===== src/hdl/ezw_pkg.sv =====
// Shared types, constants and register indexes for the energy and crossing wake detector.
package ezw_pkg;

  localparam int MAX_FRAME_SAMPLES_DEF = 512;

  localparam int SAMPLE_W = 16;
  localparam int SQ_W     = 31;
  localparam int ENERGY_W = 48;
  localparam int CROSS_W  = 12;
  localparam int RUN_W    = 8;
  localparam int TARGET_W = 8;
  localparam int STAGE_W  = 16;
  localparam int CFG_W    = 48;
  localparam int CFG_IDX_W = 3;

  localparam int MID_DEPTH = 4;
  localparam int RES_DEPTH = 4;

  localparam logic [ENERGY_W-1:0] ENERGY_THR_RST = 48'd2000000;
  localparam logic [CROSS_W-1:0]  CROSS_THR_RST  = 12'd15;
  localparam logic [RUN_W-1:0]    RUN_NEEDED_RST = 8'd2;
  localparam logic [TARGET_W-1:0] TARGET_RST     = 8'd3;

  localparam logic OPC_SAMPLE  = 1'b0;
  localparam logic OPC_RESTART = 1'b1;

  typedef enum logic [CFG_IDX_W-1:0] {
    REG_ENABLE       = 3'd0,
    REG_ENERGY_THR   = 3'd1,
    REG_CROSS_THR    = 3'd2,
    REG_RUN_NEEDED   = 3'd3,
    REG_STAGE_TARGET = 3'd4
  } cfg_reg_t;

  typedef enum logic [1:0] {
    MODE_IDLE      = 2'd0,
    MODE_LISTENING = 2'd1,
    MODE_CAPTURING = 2'd2
  } mode_t;

  // Work classes assigned by the front end.
  typedef enum logic [1:0] {
    OP_SAMPLE  = 2'd0,
    OP_RESTART = 2'd1,
    OP_REJECT  = 2'd2
  } op_kind_t;

  typedef struct packed {
    logic                       opcode;
    logic signed [SAMPLE_W-1:0] sample;
    logic                       frame_end;
  } item_t;

  typedef struct packed {
    logic                status;
    logic                frame_active;
    logic                wake_pulse;
    mode_t               mode;
    logic [ENERGY_W-1:0] frame_energy;
    logic [CROSS_W-1:0]  crossings;
    logic [STAGE_W-1:0]  stage_count;
  } result_t;

  typedef struct packed {
    op_kind_t        kind;
    logic [SQ_W-1:0] sq;
    logic            neg;
    logic            fend;
  } op_t;

  // Closed frame (OP_SAMPLE), restart or reject on its way to the decision stage.
  typedef struct packed {
    op_kind_t            kind;
    logic [ENERGY_W-1:0] energy;
    logic [CROSS_W-1:0]  crossings;
  } frame_rec_t;

  typedef struct packed {
    logic                enable;
    logic [ENERGY_W-1:0] energy_thr;
    logic [CROSS_W-1:0]  cross_thr;
    logic [RUN_W-1:0]    run_needed;
    logic [TARGET_W-1:0] stage_target;
  } cfg_t;

  typedef struct packed {
    logic disable_det;
    logic reinit;
  } cfg_evt_t;

endpackage


===== src/hdl/energy_zcr_wake_detector.sv =====
// Top level of the energy and zero-crossing wake detector.
//
// Samples enter through a queue-style port (push/full) and per-frame results leave
// through another (empty/pop). While the result queue has room, the block takes one
// item every clock cycle: the sustained rate is set by the frame accumulator, which
// folds one squared sample into the 48-bit saturating energy sum and the crossing
// count each cycle. A front stage classifies each item (sample, restart, or reject
// while disabled) and registers the 16x16 square; a four-entry queue decouples it
// from the back end, where an accumulator stage closes frames and a decision stage
// applies the energy and crossing thresholds, the active-run count and the wake
// stage counter. A frame closes on frame_end or its MAX_FRAME_SAMPLES-th sample;
// its result passes the front register, middle queue and decision register to the
// output queue. Restart items and disabled samples without frame_end produce no
// result. Results wait in a four-entry queue; when it fills, the back end and then
// the front stall. The configuration port is always ready and must only be written
// while the block is idle; there is no clearing pass after reset.
module energy_zcr_wake_detector #(
  parameter int MAX_FRAME_SAMPLES = ezw_pkg::MAX_FRAME_SAMPLES_DEF
) (
  input  logic                               clk,
  input  logic                               rst,
  input  logic                               push,
  input  ezw_pkg::item_t                     item,
  output logic                               full,
  output logic                               empty,
  input  logic                               pop,
  output ezw_pkg::result_t                   result,
  input  logic                               cfg_valid,
  output logic                               cfg_ready,
  input  logic [ezw_pkg::CFG_IDX_W-1:0]      cfg_index,
  input  logic [ezw_pkg::CFG_W-1:0]          cfg_data
);
  import ezw_pkg::*;

  cfg_t     cfg;
  cfg_evt_t evt;
  logic     cfg_wr;

  logic     op_valid;
  op_t      op;
  logic     mid_full;
  logic     mid_empty;
  op_t      mid_op;
  logic     mid_pop;

  logic     res_push;
  result_t  res_data;
  logic     res_full;

  assign cfg_ready = 1'b1;
  assign cfg_wr    = cfg_valid && cfg_ready;

  // Enable writes: a clear drops to idle, a set from disabled re-arms everything.
  always_comb begin
    evt = '0;
    if (cfg_wr && (cfg_index == REG_ENABLE)) begin
      evt.disable_det = !cfg_data[0];
      evt.reinit      = cfg_data[0] && !cfg.enable;
    end
  end

  always_ff @(posedge clk) begin
    if (rst) begin
      cfg.enable       <= 1'b1;
      cfg.energy_thr   <= ENERGY_THR_RST;
      cfg.cross_thr    <= CROSS_THR_RST;
      cfg.run_needed   <= RUN_NEEDED_RST;
      cfg.stage_target <= TARGET_RST;
    end else if (cfg_wr) begin
      case (cfg_index)
        REG_ENABLE:       cfg.enable       <= cfg_data[0];
        REG_ENERGY_THR:   cfg.energy_thr   <= cfg_data[ENERGY_W-1:0];
        REG_CROSS_THR:    cfg.cross_thr    <= cfg_data[CROSS_W-1:0];
        REG_RUN_NEEDED:   cfg.run_needed   <= cfg_data[RUN_W-1:0];
        REG_STAGE_TARGET: cfg.stage_target <= cfg_data[TARGET_W-1:0];
        default:          cfg.enable       <= cfg.enable;
      endcase
    end
  end

  // Classify and square.
  ezw_front u_front (
    .clk      (clk),
    .rst      (rst),
    .push     (push),
    .item     (item),
    .full     (full),
    .enable   (cfg.enable),
    .op_valid (op_valid),
    .op       (op),
    .op_full  (mid_full)
  );

  // Hold classified items between front and back.
  ezw_fifo #(
    .WIDTH ($bits(op_t)),
    .DEPTH (MID_DEPTH)
  ) u_mid_q (
    .clk   (clk),
    .rst   (rst),
    .push  (op_valid),
    .wdata (op),
    .full  (mid_full),
    .pop   (mid_pop),
    .rdata (mid_op),
    .empty (mid_empty)
  );

  // Accumulate frames and advance the wake logic.
  ezw_back #(
    .MAX_FRAME_SAMPLES (MAX_FRAME_SAMPLES)
  ) u_back (
    .clk        (clk),
    .rst        (rst),
    .cfg        (cfg),
    .evt        (evt),
    .in_valid   (!mid_empty),
    .in_op      (mid_op),
    .in_pop     (mid_pop),
    .out_push   (res_push),
    .out_result (res_data),
    .out_full   (res_full)
  );

  // Hold finished results until taken.
  ezw_fifo #(
    .WIDTH ($bits(result_t)),
    .DEPTH (RES_DEPTH)
  ) u_res_q (
    .clk   (clk),
    .rst   (rst),
    .push  (res_push),
    .wdata (res_data),
    .full  (res_full),
    .pop   (pop),
    .rdata (result),
    .empty (empty)
  );

endmodule


===== src/hdl/ezw_fifo.sv =====
// Small register queue with show-ahead read, used between the stages and at the output.
module ezw_fifo #(
  parameter int WIDTH = 8,
  parameter int DEPTH = 4
) (
  input  logic             clk,
  input  logic             rst,
  input  logic             push,
  input  logic [WIDTH-1:0] wdata,
  output logic             full,
  input  logic             pop,
  output logic [WIDTH-1:0] rdata,
  output logic             empty
);
  localparam int AW = $clog2(DEPTH);
  localparam int CW = $clog2(DEPTH + 1);

  logic [WIDTH-1:0] mem [DEPTH];
  logic [AW-1:0]    wr_ptr;
  logic [AW-1:0]    rd_ptr;
  logic [CW-1:0]    count;
  logic             do_push;
  logic             do_pop;

  assign full    = (count == CW'(DEPTH));
  assign empty   = (count == '0);
  assign do_push = push && !full;
  assign do_pop  = pop && !empty;
  assign rdata   = mem[rd_ptr];

  always_ff @(posedge clk) begin
    if (rst) begin
      wr_ptr <= '0;
      rd_ptr <= '0;
      count  <= '0;
    end else begin
      if (do_push) begin
        wr_ptr <= (wr_ptr == AW'(DEPTH - 1)) ? '0 : wr_ptr + AW'(1);
      end
      if (do_pop) begin
        rd_ptr <= (rd_ptr == AW'(DEPTH - 1)) ? '0 : rd_ptr + AW'(1);
      end
      if (do_push && !do_pop) begin
        count <= count + CW'(1);
      end else if (do_pop && !do_push) begin
        count <= count - CW'(1);
      end
    end
  end

  always_ff @(posedge clk) begin
    if (do_push) begin
      mem[wr_ptr] <= wdata;
    end
  end

`ifndef ASSERT_OFF
  a_count_bound: assert property (@(posedge clk) disable iff (rst)
    count <= CW'(DEPTH))
    else $error("queue count beyond depth");
`endif

endmodule


===== src/hdl/ezw_front.sv =====
// Front end: accept items, classify them and square the sample magnitude.
module ezw_front (
  input  logic           clk,
  input  logic           rst,
  input  logic           push,
  input  ezw_pkg::item_t item,
  output logic           full,
  input  logic           enable,
  output logic           op_valid,
  output ezw_pkg::op_t   op,
  input  logic           op_full
);
  import ezw_pkg::*;

  logic [SAMPLE_W-1:0] raw;
  logic [SAMPLE_W-1:0] mag;
  logic [31:0]         prod;
  logic                take;
  logic                keep;
  op_kind_t            kind;

  assign raw  = item.sample;
  assign mag  = raw[SAMPLE_W-1] ? SAMPLE_W'(~raw + 16'd1) : raw;
  assign prod = 32'(mag) * 32'(mag);
  assign full = op_valid && op_full;
  assign take = push && !full;

  always_comb begin
    // Drop disabled samples that close nothing: they touch no state.
    kind = OP_SAMPLE;
    keep = 1'b1;
    if (item.opcode == OPC_RESTART) begin
      kind = OP_RESTART;
    end else if (!enable) begin
      kind = OP_REJECT;
      keep = item.frame_end;
    end
  end

  always_ff @(posedge clk) begin
    if (rst) begin
      op_valid <= 1'b0;
    end else if (!full) begin
      op_valid <= take && keep;
    end
  end

  always_ff @(posedge clk) begin
    if (take) begin
      op.kind <= kind;
      op.sq   <= prod[SQ_W-1:0];
      op.neg  <= raw[SAMPLE_W-1];
      op.fend <= item.frame_end;
    end
  end

endmodule


===== src/hdl/ezw_back.sv =====
// Back end: frame accumulation, then the activity decision and wake stage counter.
module ezw_back #(
  parameter int MAX_FRAME_SAMPLES = ezw_pkg::MAX_FRAME_SAMPLES_DEF
) (
  input  logic               clk,
  input  logic               rst,
  input  ezw_pkg::cfg_t      cfg,
  input  ezw_pkg::cfg_evt_t  evt,
  input  logic               in_valid,
  input  ezw_pkg::op_t       in_op,
  output logic               in_pop,
  output logic               out_push,
  output ezw_pkg::result_t   out_result,
  input  logic               out_full
);
  import ezw_pkg::*;

  localparam int LEN_W = $clog2(MAX_FRAME_SAMPLES + 1);

  // Accumulator stage state.
  logic [ENERGY_W-1:0] energy_sum;
  logic [CROSS_W-1:0]  crossing_count;
  logic                prev_negative;
  logic                frame_started;
  logic [LEN_W-1:0]    frame_len;

  logic [ENERGY_W:0]   e_acc;
  logic [ENERGY_W-1:0] e_new;
  logic [CROSS_W-1:0]  c_new;
  logic [LEN_W-1:0]    len_new;
  logic                closes;
  logic                s1_go;
  logic                s1_emit;

  // Decision stage.
  logic                s2_valid;
  frame_rec_t          s2_rec;
  logic                s2_ready;
  logic                s2_go;

  logic [RUN_W-1:0]    active_run;
  logic [STAGE_W-1:0]  stage_counter;
  mode_t               mode;

  logic                active;
  logic [RUN_W-1:0]    run_inc;
  logic [STAGE_W-1:0]  sc_inc;
  logic [STAGE_W-1:0]  sc_dec;
  logic                advance;
  logic                hit;
  logic [RUN_W-1:0]    run_n;
  logic [STAGE_W-1:0]  sc_n;
  logic                wake;
  mode_t               mode_n;

  assign s2_ready = !s2_valid || !out_full;
  assign s2_go    = s2_valid && !out_full;
  assign s1_go    = in_valid && s2_ready;
  assign in_pop   = s1_go;

  always_comb begin
    e_acc = {1'b0, energy_sum} + (ENERGY_W + 1)'(in_op.sq);
    if (!frame_started) begin
      e_new   = ENERGY_W'(in_op.sq);
      c_new   = '0;
      len_new = LEN_W'(1);
    end else begin
      e_new   = e_acc[ENERGY_W] ? '1 : e_acc[ENERGY_W-1:0];
      c_new   = crossing_count;
      if ((in_op.neg != prev_negative) && !(&crossing_count)) begin
        c_new = crossing_count + CROSS_W'(1);
      end
      len_new = (frame_len < LEN_W'(MAX_FRAME_SAMPLES)) ? frame_len + LEN_W'(1) : frame_len;
    end
    // Force a close when the frame runs long.
    closes  = in_op.fend || (len_new >= LEN_W'(MAX_FRAME_SAMPLES));
    s1_emit = s1_go && ((in_op.kind != OP_SAMPLE) || closes);
  end

  always_ff @(posedge clk) begin
    if (rst || evt.reinit) begin
      energy_sum     <= '0;
      crossing_count <= '0;
      prev_negative  <= 1'b0;
      frame_started  <= 1'b0;
      frame_len      <= '0;
    end else if (s1_go) begin
      if ((in_op.kind == OP_SAMPLE) && !closes) begin
        energy_sum     <= e_new;
        crossing_count <= c_new;
        prev_negative  <= in_op.neg;
        frame_started  <= 1'b1;
        frame_len      <= len_new;
      end else begin
        energy_sum     <= '0;
        crossing_count <= '0;
        prev_negative  <= 1'b0;
        frame_started  <= 1'b0;
        frame_len      <= '0;
      end
    end
  end

  always_ff @(posedge clk) begin
    if (rst) begin
      s2_valid <= 1'b0;
    end else if (s2_ready) begin
      s2_valid <= s1_emit;
    end
  end

  always_ff @(posedge clk) begin
    if (s1_emit) begin
      s2_rec.kind      <= in_op.kind;
      s2_rec.energy    <= e_new;
      s2_rec.crossings <= c_new;
    end
  end

  always_comb begin
    active  = (s2_rec.energy > cfg.energy_thr) && (s2_rec.crossings > cfg.cross_thr);
    run_inc = (&active_run) ? active_run : active_run + RUN_W'(1);
    sc_inc  = (&stage_counter) ? stage_counter : stage_counter + STAGE_W'(1);
    sc_dec  = (stage_counter == '0) ? stage_counter : stage_counter - STAGE_W'(1);
    advance = (run_inc >= cfg.run_needed);
    hit     = (sc_inc >= STAGE_W'(cfg.stage_target));
    run_n   = '0;
    sc_n    = sc_dec;
    wake    = 1'b0;
    mode_n  = mode;
    if (active) begin
      run_n = run_inc;
      sc_n  = stage_counter;
      if (advance) begin
        sc_n = sc_inc;
        if (hit) begin
          wake   = 1'b1;
          mode_n = MODE_CAPTURING;
        end
      end
    end

    out_result = '0;
    case (s2_rec.kind)
      OP_SAMPLE: begin
        out_result.frame_active = active;
        out_result.wake_pulse   = wake;
        out_result.mode         = mode_n;
        out_result.frame_energy = s2_rec.energy;
        out_result.crossings    = s2_rec.crossings;
        out_result.stage_count  = sc_n;
      end
      default: begin
        out_result.status      = 1'b1;
        out_result.mode        = MODE_IDLE;
        out_result.stage_count = stage_counter;
      end
    endcase
    out_push = s2_go && (s2_rec.kind != OP_RESTART);
  end

  always_ff @(posedge clk) begin
    if (rst || evt.reinit) begin
      active_run    <= '0;
      stage_counter <= '0;
      mode          <= MODE_LISTENING;
    end else if (evt.disable_det) begin
      mode <= MODE_IDLE;
    end else if (s2_go) begin
      case (s2_rec.kind)
        OP_SAMPLE: begin
          active_run    <= run_n;
          stage_counter <= sc_n;
          mode          <= mode_n;
        end
        OP_RESTART: begin
          active_run    <= '0;
          stage_counter <= '0;
          mode          <= cfg.enable ? MODE_LISTENING : MODE_IDLE;
        end
        default: begin
          mode <= mode;
        end
      endcase
    end
  end

`ifndef ASSERT_OFF
  a_len_bound: assert property (@(posedge clk) disable iff (rst)
    frame_len <= LEN_W'(MAX_FRAME_SAMPLES))
    else $error("frame length beyond limit");

  a_close_clears: assert property (@(posedge clk) disable iff (rst)
    (s1_go && (in_op.kind == OP_SAMPLE) && closes) |=> !frame_started)
    else $error("closed frame left accumulator open");

  a_idle_when_off: assert property (@(posedge clk) disable iff (rst)
    !cfg.enable |-> (mode == MODE_IDLE))
    else $error("detector not idle while disabled");

  a_stage_step: assert property (@(posedge clk) disable iff (rst)
    (!(s2_go && (s2_rec.kind == OP_RESTART)) && !evt.reinit) |=>
      ((stage_counter == $past(stage_counter)) ||
       (stage_counter == $past(stage_counter) + 16'd1) ||
       (stage_counter == $past(stage_counter) - 16'd1)))
    else $error("stage counter moved by more than one");
`endif

endmodule


===== config.mk =====
export PLATFORM = sky130hd
export DESIGN_NAME = energy_zcr_wake_detector
export DESIGN_NICKNAME = d
export VERILOG_FILES = /design/src/hdl/ezw_pkg.sv /design/src/hdl/energy_zcr_wake_detector.sv /design/src/hdl/ezw_fifo.sv /design/src/hdl/ezw_front.sv /design/src/hdl/ezw_back.sv
export SDC_FILE = /design/constraint.sdc
export NUM_CORES = 2
export LEC_CHECK = 0
export BUFFER_PORTS_ARGS = -buffer_cell sky130_fd_sc_hd__buf_2
export CELL_PAD_IN_SITES_DETAIL_PLACEMENT = 0
export CELL_PAD_IN_SITES_GLOBAL_PLACEMENT = 2
export CORE_UTILIZATION = 40
export CTS_CLUSTER_SIZE = 14
export DETAILED_ROUTE_END_ITERATION = 8
export GPL_TIMING_DRIVEN = 0
export PLACE_DENSITY_LB_ADDON = 0.1
export SYNTH_ARGS = -nofsm -noshare
export SYNTH_HDL_FRONTEND = slang
export SYNTH_SLANG_ARGS = --single-unit
export TNS_END_PERCENT = 100

===== constraint.sdc =====
create_clock -name clk -period 9.1 [get_ports clk]
set_clock_uncertainty 0.15 [all_clocks]
set_input_delay 0.91 -clock clk [delete_from_list [all_inputs] [get_ports clk]]
set_output_delay 0.91 -clock clk [all_outputs]
set_load 0.03 [all_outputs]

Yosys cells after proc, flatten, opt, wreduce, memory -nomap -nowiden
Memories as Yosys holds them, arrays and structs flattened. A register that Yosys moved wholly into a read port is not among the register bits.
Cells that the tools add are included.
Widths: inputs -> output; s select.
Cells by class
  muxes and demuxes: 55
  add/sub/neg operators: 15
  multipliers: 1
  bitwise gates (word level): 2
  reduce and logical (&&, ||, !) cells: 62
  equality and inequality tests: 13
  order comparisons: 6
Operators by type and width (count)
  $mux 48: 3
  $mux 16: 6
  $mux 60: 1
  $add 48x31->49: 1
  $gt 48x48->1: 1
  $mux 12: 3
  $add 16x1->16 const B: 2
  $pmux 16 s2: 1
  $mul 16x16->31: 1
  $mux 10: 3
  $mux 2: 15
  $logic_and 1x1->1: 20
  $ge 16x8->1: 1
  $logic_not 16->1: 1
  $mux 8: 2
  $not 16->16: 1
  $pmux 8 s2: 1
  $reduce_and 16->1: 1
  $sub 16x1->16 const B: 1
  $mux 1: 15
  $logic_not 1->1: 14
  $reduce_and 2->1: 7
  $add 12x1->12 const B: 1
  $gt 12x12->1: 1
  other kinds (27): 51
Word-level totals
  flip-flop bits (word level): 288
  output and inout bits: 84
  RAM bits: 464
  input bits: 74
  memories: 2
Memory list
  u_res_q.mem: depth 4, bits a word 81, rd ports 1, clocked after memory_dff 1, write ports 1, line ezw_fifo.sv:18  | logic [WIDTH-1:0] mem [DEPTH];
  u_mid_q.mem: depth 4, bits a word 35, rd ports 1, clocked after memory_dff 1, write ports 1, line ezw_fifo.sv:18

Depth between registers and ports, before layout
  depth after elaboration: 9
  mapped depth: 31
  depth with buffers taken out: 31

By module
Synthesis repeated with hierarchy kept, for this count alone.
Unflattened totals
  cells, all modules: 3434
  area total of the unflattened synthesis: 41823.9 um^2
By module, submodules not included
  ezw_back: times used 1, cells each 1502, area an instance 12374.4 um^2
  ezw_fifo at u_res_q: times used 1, cells each 473, area an instance 12157.9 um^2
  ezw_front: times used 1, cells each 906, area an instance 8460.6 um^2
  ezw_fifo at u_mid_q: times used 1, cells each 233, area an instance 5536.6 um^2
  energy_zcr_wake_detector: times used 1, cells each 320, area an instance 3294.4 um^2

Worst setup path before layout
No wires, ideal clock.
  kind: input to register
  start point: input item[6] (netlist name)
  end point: register, netlist name u_front.op[32]
  data required time: 8690 ps
  stages on the path: 27
  path slack: 770 ps
  data arrival time: 7920 ps
  cell sequence: or4_1 -> nor4_1 -> nor2b_1 -> nand2b_1 -> or4b_1 -> clkbuf_1 -> nor2_1 -> inv_1 -> fa_1 -> inv_1 -> fa_1 -> fa_1 -> fa_1 -> fa_1 -> inv_1 -> fa_1 -> inv_1 -> ha_1 -> a21o_1 -> a21o_1 -> a21oi_1 -> o221ai_1 -> a21oi_1 -> o211ai_1 -> a31o_2 -> a21oi_1 -> xnor2_1
Between the ends
  word-level cells in the longest chain between the ends: 4
Ends and longest elaborated chain
  from (decl): line energy_zcr_wake_detector.sv:23  | input ezw_pkg::item_t item,
  $not 16->16: line ezw_front.sv:23  | assign mag = raw[SAMPLE_W-1] ? SAMPLE_W'(~raw + 16'd1) : raw;
  $add 16x1->16: line ezw_front.sv:23
  $mux 16 *: line ezw_front.sv:23
  $mul 16x16->31 *: line ezw_front.sv:24  | assign prod = 32'(mag) * 32'(mag);
  named net u_front.prod[30]: line ezw_front.sv:17  | logic [31:0] prod;
Mark *: on every way through the listed nets, which the timed path passes. The rest lies on a longest branch.
A chain may end at the register's enable or synchronous reset.

Worst setup path after layout
  start point: input item[1] (netlist name)
  end point: register, netlist name u_front.op[29]
Between the ends
  word-level cells in the longest chain between the ends: 4
Ends and longest elaborated chain (line)
  $not 16->16: ezw_front.sv:23
  $add 16x1->16: ezw_front.sv:23
  $mux 16 *: ezw_front.sv:23
  $mul 16x16->31 *: ezw_front.sv:24
  named net u_front.prod[27]: ezw_front.sv:17
Marks and branches as above.

==> flow_summary.yaml <==
timing:
  whs_ns: 0.297
  rsz0062_at_grt: "true"
  tns_ns: 0
  finalSetupViolCount: 0
  finalMaxSlewViolations: 0
  min_period_ns: 8.63
  clock.fmax_mhz: 116
  hold_violations: 0
  max_slew_margin: 0.0978
  period_share: 0.948
  worst_pin_slew_ns: 1.34
clocking:
  clk_pin_slew_ns: 0.06
  cts_tree: "yes"
  clockBufferDepth: 3
  clock_latency_ns: 0.67
  h-tree-depth: 3
  cts-root-buf: "clkbuf_16"
  clock_sinks: 751
  cts_made_buffers: 82
run_status:
  outcome: "completed"
worst_hold_path:
  hp-class: "input port to flop"
logic_synthesis:
  syn_area_sq_um: 40600
  synth_cell_type_count: 96
  ys_warn_count: 0
  yosysSeqAreaShare: 0.507
  avgSynthCellArea_sq_um: 12.0
  synth_seq_cells: 751
  synth_edf_count: 556
  synth_area_leaders: "edfxtp_1, dfxtp_1, fa_1"
  yosysTopAreaCellShare: 0.411
  synthesis.instances: 3387
  async_flop_share: 0
  synth_top_area_cell: "edfxtp_1"
  synthFlopType: "edfxtp_1"
grt:
  grt_pass1_vias: 28000
  grt_max_degree: 50
  gr-total-overflow: 0
  gr-usage-all-layers: 0.220
  antenna_found_initial: 7
  grt_pass1_wl_um: 170000
floorplanning:
  die_width_um: 321
  die_h_um: 321
  floorplan.initialDensity: 0.405
  die_area_sq_um: 103000
  ios: 158
  fp.coreArea_sq_um: 100000
  fp-row-count: 116
worst_setup_path:
  cp_top_family: "adder cells"
  crit_top_cell: "fa_1"
  worstPathArrival_ns: 8.87
  max_stage_delay_ns: 0.56
  crit_buf_inv: 7
  cp-start-kind: "input port"
  path_class: "input port to flop"
  required_ns: 9.34
  cp-end-kind: "flop"
  crit_path_max_fanout: 11
  cp_slowest_cell: "fa_1"
route:
  via_per_inst: 5.28
  vias: 26800
  postRouteAntennaNets: 0
  drtIter0Drc: 1872
  detail_route.wirelength_um: 111000
  drtPass1Iterations: 5
  drc: 0
  wire_per_inst_um: 21.9
placed_design:
  dpl.hpwl_um: 84700
  gp_congestion: 0.872
  post_dp_cell_area_sq_um: 43400
  portBuffers: 156
finish:
  synthToLayoutAreaGrowth_pct: 13.7
  drive_above_1_share: 0.131
  nNetsFinal: 4112
  fillers: 9173
  design_area_sq_um: 46200
job:
  cap_viol_max_count: 0
[Yosys cell counts, drive strengths merged (51+ instances only)]
| cell type | number |
|---|---|
| clkbuf | 111 |
| a21oi | 180 |
| fa | 167 |
| and2 | 86 |
| o21ai | 68 |
| edfxtp | 556 |
| mux4 | 114 |
| xnor2 | 71 |
| nand2 | 314 |
| nor2 | 244 |
| inv | 369 |
| dfxtp | 195 |
| ha | 220 |
| a21o | 59 |
| nand3 | 51 |
[registers in the layout (all words and copies together), names as in the netlist, 3 cells and up, named ones only]
signal	cells
u_back.energy_sum	48
u_back.crossing_count	12
u_back.active_run	8
u_res_q.mem	324
cfg	77
u_back.frame_len	10
u_front.op	34
u_back.s2_rec	62
u_mid_q.mem	136
u_res_q.count	3
u_back.stage_counter	16
u_mid_q.count	3
[layout by cell type (no fill, tap or decap), types with 83 or more instances in the layout]
cell / instances
a21oi_1: 179
buf_2: 168
clkbuf_1: 127
clkbuf_16: 83
dfxtp_1: 195
edfxtp_1: 556
fa_1: 167
ha_1: 220
inv_1: 363
mux4_2: 114
nand2_1: 313
nor2_1: 243
[final timing paths]
path	start	to	slack [ns]	cells past startpoint
setup / recovery	item[1]	u_front.op[29]	0.47	28
hold / removal	cfg_data[20]	cfg[48]	0.30	2
setup reg to reg	flop	u_back.s2_rec[59]	3.34	13
hold reg to reg	cfg[2]	cfg[2]	0.30	2
[stage by stage]
| stage | instances | utilization | setup WS (ns) |
|---|---|---|---|
| after global routing | 5077 | 0.461 | -0.00659 |
| after detailed placement | 4919 | 0.432 | -1.23 |
| after global placement | 4910 | 0.430 | -1.34 |
| after CTS | 5072 | 0.460 | 0.100 |
| final | 5078 | 0.461 | 0.470 |
| after floorplan | 3397 | - | 0.770 |
[kinds of logic after synthesis]
logic type,synth area share
AOI/OAI and AO/OA,0.0973
and+or+nand+nor,0.105
DFF,0.507
other,0.000185
xor gates and xnor gates,0.0254
muxes,0.0662
adders and majority gates,0.150
buffers and inverters,0.0484
[area by class of cell]
cell class,count,area (sq um),share of cell area
Timing Repair Buffer,170,1030,0.0223
Clock inverter,48,507,0.0110
Inverter,371,1400,0.0303
Multi-Input combinational cell,2130,18200,0.393
Tap cell,1357,1700,0.0368
Sequential cell,751,20600,0.446
Clock buffer,105,2210,0.0478
Buffer,145,576,0.0125
Antenna cell,1,2.50,0.0000542
[per-layer routing]
metal	part of all wire	GRT usage	routed length [um]	up-vias
met1	0.45	0.296	50200	13500
met4	0.018	0.0518	2040	6
met3	0.034	0.0247	3840	129
li1	-	-	-	12700
met5	0.00035	0	39	-
met2	0.50	0.378	55300	470
[what timing repair did]
action / in CTS / in global routing
hold buffers: 0 / 0
setup buffers: 0 / 5
gates resized for setup: 6 / 7
pin swaps: 0 / 1
setup endpoints to repair: 11 / 8
Power is not shown: default switching activity piles up to over one toggle a cycle in this logic, so the estimate is an artifact.
